**src/rtl/pru_pkg.sv**
```systemverilog
// pru_pkg: shared widths, limits, codes and the control struct of the pixel
// replication upscaler. Used by pru_ctrl, pru_out and pixel_replication_upscaler.
// No dependencies.
package pru_pkg;

    // Line store limits
    localparam int MAX_WIDTH  = 1024;
    localparam int MAX_FACTOR = 100;

    // Field and register widths
    localparam int COLOR_W = 8;
    localparam int PIX_W   = 3 * COLOR_W;
    localparam int W_W     = 11;
    localparam int H_W     = 16;
    localparam int F_W     = 7;
    localparam int PAD_W   = 2;
    localparam int ADDR_W  = $clog2(MAX_WIDTH);
    localparam int FILL_W  = $clog2(MAX_WIDTH + 1);
    localparam int CFG_IDX_W  = 2;
    localparam int CFG_DATA_W = 16;

    // Commands
    localparam logic CMD_PUSH = 1'b0;
    localparam logic CMD_PULL = 1'b1;

    // Register indexes
    typedef enum logic [CFG_IDX_W-1:0] {
        REG_IN_WIDTH  = 2'd0,
        REG_IN_HEIGHT = 2'd1,
        REG_FACTOR    = 2'd2
    } reg_idx_t;

    // What one accepted item produces, passed from control to output stage
    typedef struct packed {
        logic accepted;
        logic out_valid;
        logic is_padding;
        logic pixel;        // take colour from line store read data
        logic end_of_row;
        logic end_of_frame;
    } meta_t;

endpackage

```
**src/rtl/pru_out.sv**
```systemverilog
// pru_out: result stage (waits on line store read data) and output register.
// Depends on pru_pkg.
module pru_out (
    input  logic                         clk,
    input  logic                         rst_n,
    input  logic                         in_fire,
    input  pru_pkg::meta_t               meta,
    input  logic [pru_pkg::PIX_W-1:0]    ram_rdata,
    output logic                         in_ready,
    output logic                         res_valid,
    input  logic                         res_ready,
    output logic                         accepted,
    output logic                         out_valid,
    output logic                         is_padding,
    output logic [pru_pkg::COLOR_W-1:0]  out_blue,
    output logic [pru_pkg::COLOR_W-1:0]  out_green,
    output logic [pru_pkg::COLOR_W-1:0]  out_red,
    output logic                         end_of_row,
    output logic                         end_of_frame
);

    logic                        s1_valid_reg, s1_valid_next;
    pru_pkg::meta_t              s1_meta_reg;
    logic                        res_valid_reg, res_valid_next;
    pru_pkg::meta_t              res_meta_reg;
    logic [pru_pkg::PIX_W-1:0]   res_pix_reg;
    logic                        out_free;
    logic                        s1_move;

    assign out_free = !res_valid_reg || res_ready;
    assign s1_move  = s1_valid_reg && out_free;
    assign in_ready = !s1_valid_reg || out_free;

    always_comb
    begin
        s1_valid_next = s1_valid_reg;
        if (in_fire)
            s1_valid_next = 1'b1;
        else if (s1_move)
            s1_valid_next = 1'b0;

        res_valid_next = res_valid_reg;
        if (s1_move)
            res_valid_next = 1'b1;
        else if (res_ready)
            res_valid_next = 1'b0;
    end

    always_ff @(posedge clk or negedge rst_n)
    begin
        if (!rst_n)
        begin
            s1_valid_reg  <= 1'b0;
            res_valid_reg <= 1'b0;
        end
        else
        begin
            s1_valid_reg  <= s1_valid_next;
            res_valid_reg <= res_valid_next;
        end
    end

    // Payload: read data is stable while the stage waits (no read without an item)
    always_ff @(posedge clk)
    begin
        if (in_fire)
        begin
            s1_meta_reg <= meta;
        end
        if (s1_move)
        begin
            res_meta_reg <= s1_meta_reg;
            res_pix_reg  <= s1_meta_reg.pixel ? ram_rdata : '0;
        end
    end

    assign res_valid    = res_valid_reg;
    assign accepted     = res_meta_reg.accepted;
    assign out_valid    = res_meta_reg.out_valid;
    assign is_padding   = res_meta_reg.is_padding;
    assign end_of_row   = res_meta_reg.end_of_row;
    assign end_of_frame = res_meta_reg.end_of_frame;
    assign out_blue     = res_pix_reg[pru_pkg::COLOR_W-1:0];
    assign out_green    = res_pix_reg[2*pru_pkg::COLOR_W-1:pru_pkg::COLOR_W];
    assign out_red      = res_pix_reg[3*pru_pkg::COLOR_W-1:2*pru_pkg::COLOR_W];

endmodule

```
**config.mk**
```make
export PLATFORM = sky130hd
export DESIGN_NAME = pru_out
export DESIGN_NICKNAME = d
export VERILOG_FILES = /design/src/rtl/pru_pkg.sv /design/src/rtl/pru_out.sv
export SDC_FILE = /design/constraint.sdc
export NUM_CORES = 1
export LEC_CHECK = 0
export BUFFER_PORTS_ARGS = -buffer_cell sky130_fd_sc_hd__buf_4
export CAP_MARGIN = 20
export CORE_ASPECT_RATIO = 0.75
export CORE_MARGIN = 8
export CORE_UTILIZATION = 48
export CTS_CLUSTER_DIAMETER = 60
export DETAILED_ROUTE_END_ITERATION = 10
export PLACE_DENSITY = 0.93
export SKIP_CTS_REPAIR_TIMING = 1
export SLEW_MARGIN = 40
export SYNTH_ARGS = -nofsm -noshare
export SYNTH_HDL_FRONTEND = slang
export SYNTH_SLANG_ARGS = --single-unit
```
**constraint.sdc**
```tcl
create_clock -name clk -period 5.4 [get_ports clk]
set_clock_uncertainty 0.2 [all_clocks]
set_input_delay 1.08 -clock clk [delete_from_list [all_inputs] [get_ports clk]]
set_output_delay 1.08 -clock clk [all_outputs]
set_load 0.03 [all_outputs]
```
==> results.json <==
{
  "post_drt_wl_per_cell_um": 14.72,
  "tritoncts": "done",
  "area_growth_pct": 44.33,
  "final_nets": 173,
  "cts_root_buf": "clkbuf_8",
  "slew_headroom_pct": 65.26,
  "ios": 65,
  "worst-endpoint-required_ns": 4.12,
  "drv_cap": 0,
  "drt_iter0_markers": 47,
  "whs_ns": 0.2196,
  "diodes": 0,
  "vias_per_cell": 4.489,
  "crit_family": "buffers and inverters",
  "synth_edf_count": 35,
  "tightest_slew_ns": 0.5211,
  "r2r_start": "res_valid",
  "total_power_uw": 630.0,
  "min_period_ns": 2.861,
  "regToRegEndpoint": "res_pix_reg[14]",
  "cts_buffers": 5,
  "coreArea_mm2": 0.002623,
  "p_per_area_mw_per_mm2": 327.0,
  "drc": 0,
  "hold_viol_final": 0,
  "drt-total-wl_mm": 2.591,
  "drive_gt1_share_pct": 65.00,
  "n_fill_cell": 183,
  "clk_pin_slew_ns": 0.06,
  "placed_cells": 168,
  "dr.pass1.iters": 4,
  "syn_nets": 103,
  "cpMostUsedCell": "buf_4",
  "routed-via-count": 790,
  "dieArea_mm2": 0.004742,
  "synth_top_family_by_area": "simple AND/OR/NAND/NOR gates",
  "crit_chain": "buf_4, nor2b_1, nand2_1, buf_4",
  "crit_path_top_delay_cell": "buf_4",
  "clock_latency_ns": 0.27,
  "stdcell_count": 176,
  "end_kind": "primary output",
  "critPathKind": "input pin to primary output",
  "holdPathEnd": "end_of_frame",
  "yosysMostFrequentCell": "edfxtp_1",
  "syn_area_mm2": 0.001335,
  "crit_path_start": "res_ready",
  "r2r_slack_ns": 3.91,
  "rows": 16,
  "setup_tns_ns": 0,
  "place_congestion": 0.6534,
  "synthMuxAreaShare_pct": 0,
  "post-route-period-util_pct": 52.99,
  "max_stage_delay_ns": 0.16,
  "synth_xor_area_share_pct": 0,
  "ff_latch_area_mm2": 0.001101,
  "setup_violations": 0,
  "grt_max_degree": 30,
  "die_w_um": 76.90,
  "grt_pass1_vias": 889,
  "synth-main-ff-cell": "edfxtp_1",
  "avgSynthCellArea_um2": 19.35,
  "synth_compound_area_share_pct": 0.5623,
  "ant_nets": 0,
  "outcome": "finished, final reports clean",
  "largest_reg_flops": 24,
  "place_hpwl_mm": 2.071,
  "fin_area_mm2": 0.001927,
  "synth_cell_types": 9,
  "place_area_mm2": 0.001846,
  "die_h_um": 61.67,
  "clockBufferDepth": 2,
  "synthSimpleGateAreaFrac_pct": 15.28,
  "ir_drop_uv": 231.8,
  "synth_warnings": 0,
  "initial_core_util_pct": 50.91,
  "crit_buf_inv": 2,
  "antenna_found_initial": 0,
  "worstPathMaxFanout": 2,
  "reg2reg_depth": 3,
  "postSynthCellCount": 69,
  "synthAdderAreaFrac_pct": 0,
  "portBuffers": 64,
  "multi_input_area_um2": 211.5,
  "overflow": 0,
  "start_kind": "input pin",
  "ys_async_sr_fraction_pct": 5.405,
  "synth_area_leaders": "edfxtp_1 (79%), and2_2 (11%), dfrtp_1 (3.7%)",
  "grt_usage_pct": 11.69,
  "cts.sink_count": 37,
  "worstHoldStart": "s1_meta_reg[0]",
  "grt_first_pass_wirelength_mm": 4.188,
  "hold_class": "flip-flop to flip-flop",
  "rsz0062_at_grt": "no",
  "clock.fmax_ghz": 0.3495,
  "slew_viol_final": 0,
  "synth_commonest_cells": "edfxtp_1 (35), and2_2 (20), and2_1 (5)",
  "power.leakage_nw": 0.8187,
  "hold_depth": 0,
  "ys_seq_area_share_pct": 82.47,
  "worst_ep_arrival_time_ns": 1.58,
  "yosysTopAreaCellShare_pct": 78.73,
  "ys_ff_latch": 37,
  "synth_top_cell_by_area": "edfxtp_1",
  "htree_levels": 2
}
==> through the flow <==
stage               setup WS (ns)  utilization, %
finish                      2.539           73.47
global placement            2.575           70.37
global route                2.470           73.47
floorplan                   2.716               -
CTS                         2.536           73.47
detailed placement          2.543           70.37
==> logic make-up (layout without fill, tap and decap cells) <==
logic type | count (synthesis) | in the layout
DFF | 37 | 37
and+or+nand+nor | 29 | 29
AOI/OAI and AO/OA | 1 | 1
buffers and inverters | 2 | 73
==> per-layer routing <==
metal	vias up	track usage, %	wire length [um]
li1	381	-	-
met1	359	11.22	962
met2	46	21.47	1313
met3	4	6.268	298
met4	0	4.087	17
met5	-	0	0
==> worst register-to-register path, stage by stage, from the launching register on <==
cell and delay, ns:
dfrtp_1 0.40, nand2b_1 0.10, and2_1 0.12, buf_4 0.32
==> worst max-delay path by stage <==
stage / to / cells after the start
finish: in_ready / 4
global route: in_ready / 4
CTS: in_ready / 4
detailed placement: in_ready / 4
global placement: in_ready / 4
floorplan: in_ready / 2
==> layout by cell type (no fill, tap or decap) <==
cell type / n
clkinv_2: 1
nand2b_1: 2
and2_2: 20
clkinv_1: 2
nand2_1: 1
edfxtp_1: 35
clkbuf_8: 5
dfrtp_1: 2
nor2b_1: 1
a21o_1: 1
and2_1: 5
buf_4: 65
==> where the power goes <==
part | switching (mW) | leakage, nW | total [mW] | internal (mW)
sequential | 0.00904 | 0.366 | 0.352 | 0.343
combinational | 0.0606 | 0.410 | 0.108 | 0.0473
clock | 0.0834 | 0.0430 | 0.170 | 0.0866
total | 0.153 | 0.819 | 0.630 | 0.477
==> final cells by class <==
cell class	count	area share, %
Multi-Input combinational cell	30	10.97
Clock inverter	3	0.6493
Tap cell	36	2.338
Timing Repair Buffer	65	25.32
Sequential cell	37	57.14
Clock buffer	5	3.571
No activity file was read; power rests on OpenSTA's default activity.
