### src/rtl/pru_pkg.sv
// pru_pkg: shared widths, limits, codes and the control struct of the pixel
// replication upscaler. Used by pru_ctrl, pru_out and pixel_replication_upscaler.
// No dependencies.
package pru_pkg;

    // Line store limits
    localparam int MAX_WIDTH  = 1024;
    localparam int MAX_FACTOR = 100;

    // Field and register widths
    localparam int COLOR_W = 8;
    localparam int PIX_W   = 3 * COLOR_W;
    localparam int W_W     = 11;
    localparam int H_W     = 16;
    localparam int F_W     = 7;
    localparam int PAD_W   = 2;
    localparam int ADDR_W  = $clog2(MAX_WIDTH);
    localparam int FILL_W  = $clog2(MAX_WIDTH + 1);
    localparam int CFG_IDX_W  = 2;
    localparam int CFG_DATA_W = 16;

    // Commands
    localparam logic CMD_PUSH = 1'b0;
    localparam logic CMD_PULL = 1'b1;

    // Register indexes
    typedef enum logic [CFG_IDX_W-1:0] {
        REG_IN_WIDTH  = 2'd0,
        REG_IN_HEIGHT = 2'd1,
        REG_FACTOR    = 2'd2
    } reg_idx_t;

    // What one accepted item produces, passed from control to output stage
    typedef struct packed {
        logic accepted;
        logic out_valid;
        logic is_padding;
        logic pixel;        // take colour from line store read data
        logic end_of_row;
        logic end_of_frame;
    } meta_t;

endpackage

### src/rtl/pru_ctrl.sv
// pru_ctrl: configuration registers, stream counters and line store addressing.
// Depends on pru_pkg.
module pru_ctrl (
    input  logic                           clk,
    input  logic                           rst_n,
    input  logic                           cfg_valid,
    input  logic [pru_pkg::CFG_IDX_W-1:0]  cfg_index,
    input  logic [pru_pkg::CFG_DATA_W-1:0] cfg_data,
    input  logic                           in_fire,
    input  logic                           command,
    input  logic [pru_pkg::PIX_W-1:0]      pix,
    output logic                           ram_we,
    output logic [pru_pkg::ADDR_W-1:0]     ram_waddr,
    output logic [pru_pkg::PIX_W-1:0]      ram_wdata,
    output logic                           ram_re,
    output logic [pru_pkg::ADDR_W-1:0]     ram_raddr,
    output pru_pkg::meta_t                 meta
);

    logic [pru_pkg::W_W-1:0]    w_eff_reg, w_eff_next;
    logic [pru_pkg::H_W-1:0]    h_eff_reg, h_eff_next;
    logic [pru_pkg::F_W-1:0]    f_eff_reg, f_eff_next;

    logic [pru_pkg::FILL_W-1:0] fill_reg, fill_next;
    logic [pru_pkg::ADDR_W-1:0] col_reg, col_next;
    logic [pru_pkg::F_W-1:0]    rep_reg, rep_next;
    logic [pru_pkg::F_W-1:0]    copy_reg, copy_next;
    logic [pru_pkg::PAD_W-1:0]  pad_reg, pad_next;
    logic [pru_pkg::H_W-1:0]    row_reg, row_next;
    logic                       phase_reg, phase_next;

    logic [pru_pkg::W_W-1:0]    cfg_w;
    logic [pru_pkg::H_W-1:0]    cfg_h;
    logic [pru_pkg::F_W-1:0]    cfg_f;
    logic [2*pru_pkg::PAD_W-1:0] pad_prod;
    logic [pru_pkg::PAD_W-1:0]  npad;
    logic [pru_pkg::FILL_W:0]   col_ext;
    logic [pru_pkg::FILL_W:0]   col_inc;
    logic [pru_pkg::F_W:0]      rep_inc;
    logic [pru_pkg::F_W:0]      copy_inc;
    logic [pru_pkg::PAD_W:0]    pad_inc;
    logic [pru_pkg::H_W:0]      row_inc;
    logic                       row_done;
    logic                       restart;

    // Padding bytes = (w * f) mod 4: only the two low bits of each matter
    assign pad_prod = w_eff_reg[pru_pkg::PAD_W-1:0] * f_eff_reg[pru_pkg::PAD_W-1:0];
    assign npad     = pad_prod[pru_pkg::PAD_W-1:0];

    assign col_ext  = (pru_pkg::FILL_W+1)'(col_reg);
    assign col_inc  = col_ext + 1'b1;
    assign rep_inc  = {1'b0, rep_reg} + 1'b1;
    assign copy_inc = {1'b0, copy_reg} + 1'b1;
    assign pad_inc  = {1'b0, pad_reg} + 1'b1;
    assign row_inc  = {1'b0, row_reg} + 1'b1;

    // Register writes, clamped to the working range
    assign cfg_w = cfg_data[pru_pkg::W_W-1:0];
    assign cfg_h = cfg_data[pru_pkg::H_W-1:0];
    assign cfg_f = cfg_data[pru_pkg::F_W-1:0];

    always_comb
    begin
        w_eff_next = w_eff_reg;
        h_eff_next = h_eff_reg;
        f_eff_next = f_eff_reg;
        restart    = 1'b0;
        if (cfg_valid)
        begin
            case (cfg_index)
                pru_pkg::REG_IN_WIDTH:
                begin
                    restart = 1'b1;
                    if (cfg_w == '0)
                        w_eff_next = pru_pkg::W_W'(1);
                    else if (cfg_w > pru_pkg::W_W'(pru_pkg::MAX_WIDTH))
                        w_eff_next = pru_pkg::W_W'(pru_pkg::MAX_WIDTH);
                    else
                        w_eff_next = cfg_w;
                end
                pru_pkg::REG_IN_HEIGHT:
                begin
                    restart    = 1'b1;
                    h_eff_next = (cfg_h == '0) ? pru_pkg::H_W'(1) : cfg_h;
                end
                pru_pkg::REG_FACTOR:
                begin
                    restart = 1'b1;
                    if (cfg_f == '0)
                        f_eff_next = pru_pkg::F_W'(1);
                    else if (cfg_f > pru_pkg::F_W'(pru_pkg::MAX_FACTOR))
                        f_eff_next = pru_pkg::F_W'(pru_pkg::MAX_FACTOR);
                    else
                        f_eff_next = cfg_f;
                end
                default:
                begin
                    restart = 1'b0;
                end
            endcase
        end
    end

    // Per-item decisions and counter updates
    always_comb
    begin
        fill_next  = fill_reg;
        col_next   = col_reg;
        rep_next   = rep_reg;
        copy_next  = copy_reg;
        pad_next   = pad_reg;
        row_next   = row_reg;
        phase_next = phase_reg;
        ram_we     = 1'b0;
        ram_re     = 1'b0;
        meta       = '0;
        row_done   = 1'b0;

        if (in_fire)
        begin
            if (command == pru_pkg::CMD_PUSH)
            begin
                if (fill_reg < pru_pkg::FILL_W'(w_eff_reg))
                begin
                    ram_we        = 1'b1;
                    fill_next     = fill_reg + 1'b1;
                    meta.accepted = 1'b1;
                end
            end
            else if (phase_reg)
            begin
                meta.out_valid  = 1'b1;
                meta.is_padding = 1'b1;
                pad_next        = pad_inc[pru_pkg::PAD_W-1:0];
                if (pad_inc >= (pru_pkg::PAD_W+1)'(npad))
                begin
                    meta.end_of_row = 1'b1;
                    row_done        = 1'b1;
                end
            end
            else if ((col_ext < (pru_pkg::FILL_W+1)'(fill_reg)) &&
                     (col_ext < (pru_pkg::FILL_W+1)'(w_eff_reg)))
            begin
                ram_re         = 1'b1;
                meta.out_valid = 1'b1;
                meta.pixel     = 1'b1;
                rep_next       = rep_inc[pru_pkg::F_W-1:0];
                if (rep_inc >= (pru_pkg::F_W+1)'(f_eff_reg))
                begin
                    rep_next = '0;
                    // col wraps harmlessly at full width: unused in padding
                    col_next = col_inc[pru_pkg::ADDR_W-1:0];
                    if (col_inc >= (pru_pkg::FILL_W+1)'(w_eff_reg))
                    begin
                        if (npad != '0)
                        begin
                            phase_next = 1'b1;
                            pad_next   = '0;
                        end
                        else
                        begin
                            meta.end_of_row = 1'b1;
                            row_done        = 1'b1;
                        end
                    end
                end
            end
        end

        // Close an output row; last copy frees the line store
        if (row_done)
        begin
            phase_next = 1'b0;
            pad_next   = '0;
            col_next   = '0;
            rep_next   = '0;
            if (copy_inc >= (pru_pkg::F_W+1)'(f_eff_reg))
            begin
                copy_next = '0;
                fill_next = '0;
                if (row_inc >= (pru_pkg::H_W+1)'(h_eff_reg))
                begin
                    row_next          = '0;
                    meta.end_of_frame = 1'b1;
                end
                else
                begin
                    row_next = row_inc[pru_pkg::H_W-1:0];
                end
            end
            else
            begin
                copy_next = copy_inc[pru_pkg::F_W-1:0];
            end
        end

        if (restart)
        begin
            fill_next  = '0;
            col_next   = '0;
            rep_next   = '0;
            copy_next  = '0;
            pad_next   = '0;
            row_next   = '0;
            phase_next = 1'b0;
        end
    end

    always_ff @(posedge clk or negedge rst_n)
    begin
        if (!rst_n)
        begin
            w_eff_reg <= pru_pkg::W_W'(1);
            h_eff_reg <= pru_pkg::H_W'(1);
            f_eff_reg <= pru_pkg::F_W'(1);
            fill_reg  <= '0;
            col_reg   <= '0;
            rep_reg   <= '0;
            copy_reg  <= '0;
            pad_reg   <= '0;
            row_reg   <= '0;
            phase_reg <= 1'b0;
        end
        else
        begin
            w_eff_reg <= w_eff_next;
            h_eff_reg <= h_eff_next;
            f_eff_reg <= f_eff_next;
            fill_reg  <= fill_next;
            col_reg   <= col_next;
            rep_reg   <= rep_next;
            copy_reg  <= copy_next;
            pad_reg   <= pad_next;
            row_reg   <= row_next;
            phase_reg <= phase_next;
        end
    end

    assign ram_waddr = fill_reg[pru_pkg::ADDR_W-1:0];
    assign ram_wdata = pix;
    assign ram_raddr = col_reg;

`ifndef SYNTHESIS
    a_no_rw_same_cycle: assert property (@(posedge clk) disable iff (!rst_n)
        !(ram_we && ram_re))
        else $error("line store written and read by one item");

    a_fill_in_range: assert property (@(posedge clk) disable iff (!rst_n)
        fill_reg <= pru_pkg::FILL_W'(w_eff_reg))
        else $error("fill count beyond row width");

    a_read_stored: assert property (@(posedge clk) disable iff (!rst_n)
        ram_re |-> (col_ext < (pru_pkg::FILL_W+1)'(fill_reg)))
        else $error("read of a pixel not yet stored");

    a_pad_bound: assert property (@(posedge clk) disable iff (!rst_n)
        phase_reg |-> (pad_reg < npad))
        else $error("padding count overran");

    a_frame_ends_row: assert property (@(posedge clk) disable iff (!rst_n)
        meta.end_of_frame |-> (meta.end_of_row && row_done))
        else $error("end of frame without end of row");
`endif

endmodule

### config.mk
export PLATFORM = sky130hd
export DESIGN_NAME = pru_ctrl
export DESIGN_NICKNAME = d
export VERILOG_FILES = /design/src/rtl/pru_pkg.sv /design/src/rtl/pru_ctrl.sv
export SDC_FILE = /design/constraint.sdc
export NUM_CORES = 1
export LEC_CHECK = 0
export BUFFER_PORTS_ARGS = -buffer_cell sky130_fd_sc_hd__clkbuf_2
export CELL_PAD_IN_SITES_DETAIL_PLACEMENT = 1
export CELL_PAD_IN_SITES_GLOBAL_PLACEMENT = 2
export CORE_ASPECT_RATIO = 1.1
export CORE_MARGIN = 2
export CORE_UTILIZATION = 32
export DETAILED_ROUTE_END_ITERATION = 6
export PLACE_DENSITY_LB_ADDON = 0.1
export RECOVER_POWER = 25
export SLEW_MARGIN = 40
export SYNTH_ARGS = -nofsm -noshare
export SYNTH_HDL_FRONTEND = slang
export SYNTH_SLANG_ARGS = --single-unit
### constraint.sdc
create_clock -name clk -period 3.35 [get_ports clk]
set_input_delay 0.5025 -clock clk [delete_from_list [all_inputs] [get_ports clk]]
set_output_delay 0.5025 -clock clk [all_outputs]
set_load 0.01 [all_outputs]
==> impl_metrics.yaml <==
logic_synthesis:
  ys_seq_area_frac: 0.342
  synth_cell_types: 61
  synth_commonest_cells: "dfrtp_1 (85), ha_1 (77), inv_1 (54), nand2_1 (52), nor2_1 (46)"
  synth.area.top_cells: "dfrtp_1 (33%), ha_1 (15%), buf_4 (4.2%)"
  synth-edff-count: 0
  yosysTopAreaCell: "dfrtp_1"
  syn-cell-area_sq_mm: 0.00644
  syn_inst: 694
  syn_nets: 819
  yosysMostFrequentCell: "dfrtp_1"
  ys_async_sr_fraction: 1.00
  ys.flop_type: "dfrtp_1"
  synth_top_cell_area_share: 0.330
  synth_seq_cells: 88
  ys_warn_count: 0
  syn_area_per_cell_sq_um: 9.28
critical_path:
  cp-start-kind: "flop"
  critical-path-slowest-cell: "dfrtp_2"
  crit_chain: "ha_4 > and3_4 > and3_4 > and3_4 > xor2_2 > ha_1 > a211oi_2 > nor2_1 > nor3_2 > o21ai_2 > a41oi_4 > nor2_1 > and2_1 > buf_2"
  crit_path_end: "meta[0]"
  max_stage_delay_ps: 440
  timing.rr.end: "copy_reg[2]"
  arrival_ps: 3090
  rrSetupSlack_ps: -60
  critPathMostFrequentCell: "and3_4"
  cp-startpoint: "ram_raddr[1]"
  critPathMaxFanout: 3
  worstPathRequired_ps: 2850
  end_kind: "output pin"
  crit-reg2reg-launch: "ram_raddr[1]"
  reg2reg_depth: 16
  crit_type: "reg -> out"
finish:
  utilization: 0.393
  synthToLayoutAreaGrowth_pct: 20.7
  seq_area_sq_mm: 0.00221
  final_layout_size_suffix_gt1_frac: 0.269
  multi_input_area_sq_mm: 0.00392
  nets: 896
  n_fill_cell: 2281
  insertedDiodeCount: 0
  stdcell_count: 1028
clock_network:
  clockBufferDepth: 2
  numClockSinks: 88
  htreeDepth: 3
  cts_tree: "built"
  root_buffer: "clkbuf_16"
  clk_pin_slew_ps: 80
  hold_buffers: 0
  clk_latency_ps: 360
  cts_made_buffers: 9
sta:
  fmax_mhz: 278
  tightestPinTransition_ps: 1800
  fin_worst_skew_ps: 14.9
  fin_crit_sh: 1.07
  worst_hold_slack_ps: 387
  rsz0062_at_grt: "yes"
  slew_headroom: -0.201
  finalHoldViolations: 0
  drv_slew: 31
  min_period_ps: 3590
  finalSetupViolations: 3
  finalWorstSetupSlack_ps: -242
placed_design:
  post-place-ws_ps: 19.1
  dp.cells: 998
  port_buffers: 50
  gp_congestion: 0.816
  hpwl_um: 14600
floorplan:
  die-width_um: 139
  die_h_um: 153
  placementRows: 54
  dieArea_sq_mm: 0.0213
  start_util: 0.325
  coreArea_sq_mm: 0.0198
  io_pins: 99
global_routing:
  grt_pass1_vias: 5823
  track_usage: 0.181
  grt_max_degree: 60
  grt-ovfl-total: 0
  antenna_found_initial: 0
  grt_pass1_wl_um: 30600
  use_met1: 0.228
  grt_use_met3: 0.0244
  globalRoute.busiestLayer: "met2"
  grtUsageMet2: 0.314
drt:
  drt_iter0_drc: 171
  first_pass_iters: 4
  wl_per_cell_um: 18.4
  drc: 0
  viasPerCell: 5.22
  final_antenna_net_count: 0
  via_count: 5369
  wl_um: 19000
power:
  fin_total_pwr_mw: 3.16
  ir_drop_uv: 241
  p_leak_nw: 3.79
  cellPowerDensity_mw_per_mm2: 407
run_status:
  status: "finished, violations left"
  violations: "capacitance limit, slew limit, setup timing"
run:
  drv_cap: 1
worst_hold_path:
  hp-class: "in -> reg"
==> layout make-up <==
class | instances | area share
clock inverters | 6 | 0.00933
repair buffers | 120 | 0.106
clock buffers | 10 | 0.0307
multi-input cells | 498 | 0.504
flip-flops and latches | 88 | 0.284
well taps | 252 | 0.0405
inverters | 54 | 0.0261
==> power breakdown <==
group          total [mW]  internal, mW  leakage, nW  switching (mW)
combinational       0.834         0.344         2.48           0.491
sequential           1.23          1.16         1.16          0.0720
clock                1.10         0.609        0.150           0.490
total                3.16          2.11         3.79            1.05
==> worst max-delay path: cells and delay by family (launching register included) <==
| kind | cells | cell delay, ps |
|---|---|---|
| flops | 1 | 440 |
| simple gates | 7 | 970 |
| compound gates | 3 | 550 |
| xor+xnor | 1 | 140 |
| fa+ha+maj | 2 | 500 |
| buf+inv | 1 | 140 |
==> per-layer routing <==
metal  vias to the layer above  share of wire
met4                         0          0.019
li1                       2588              -
met2                        79           0.51
met1                      2675           0.45
met3                        27          0.020
met5                         -              0
==> repair_timing <==
action	CTS	global route
gates cloned	0	1
gates resized for setup	12	33
pin swaps	12	20
endpoints found under the setup margin	2	16
buffers inserted	5	7
==> worst min-delay path by stage <==
| stage | startpoint | endpoint | cells after the start | slack (ps) |
|---|---|---|---|---|
| 5_1_grt | cfg_data[11] | h_eff_reg[11] | 2 | 390 |
| 3_3_place_gp | w_eff_reg[7] | w_eff_reg[7] | 2 | 470 |
| 2_1_floorplan | rst_n | copy_reg[0] | 0 | 210 |
| 3_5_place_dp | w_eff_reg[8] | w_eff_reg[8] | 2 | 480 |
| 6_report | cfg_data[11] | h_eff_reg[11] | 2 | 390 |
| 4_1_cts | rst_n | fill_reg[0] | 1 | 90 |
==> stage by stage <==
step / instance area, sq um / TNS, ps
floorplan: 6480 / 0
global placement: 7160 / 0
detailed placement: 7160 / 0
CTS: 7570 / -440
global route: 7780 / -4970
finish: 7780 / -466
==> cells by family (layout without fill, tap and decap cells) <==
logic type	Yosys count	count (layout)	synth area share
AO/OA/AOI/OAI	126	126	0.138
XOR/XNOR	51	51	0.0693
adder cells (fa/ha/maj)	78	78	0.153
buffers and inverters	108	190	0.0849
flip-flops	88	88	0.342
multiplexers	21	21	0.0365
AND/OR/NAND/NOR	222	222	0.176
==> placed cells by master, fill, tap and decap left out, types with 4 or more instances in the layout <==
| cell | netlist | layout |
|---|---|---|
| buf_4 | 36 | 62 |
| a31oi_1 | 5 | 4 |
| a211oi_1 | 6 | 5 |
| a21oi_1 | 25 | 21 |
| nand2b_1 | 6 | 6 |
| a21oi_2 | 0 | 4 |
| xnor2_1 | 27 | 25 |
| ha_1 | 77 | 74 |
| o21ai_0 | 27 | 25 |
| clkbuf_16 | 0 | 10 |
| nor2_1 | 46 | 45 |
| nand4_1 | 14 | 14 |
| nand2_1 | 52 | 51 |
| dfrtp_1 | 85 | 82 |
| nand3_1 | 31 | 30 |
| and3_4 | 0 | 6 |
| a22o_1 | 20 | 20 |
| xor2_1 | 24 | 21 |
| or2_2 | 4 | 4 |
| nor2b_1 | 7 | 7 |
| inv_1 | 54 | 54 |
| or3_1 | 6 | 5 |
| clkbuf_2 | 1 | 48 |
| a21o_1 | 8 | 8 |
| and3_1 | 18 | 11 |
| nor4_1 | 10 | 9 |
| buf_6 | 0 | 5 |
| mux2_2 | 20 | 20 |
| nor3_1 | 10 | 8 |
| a221o_1 | 8 | 7 |
Power figures use the tool's default switching activity.
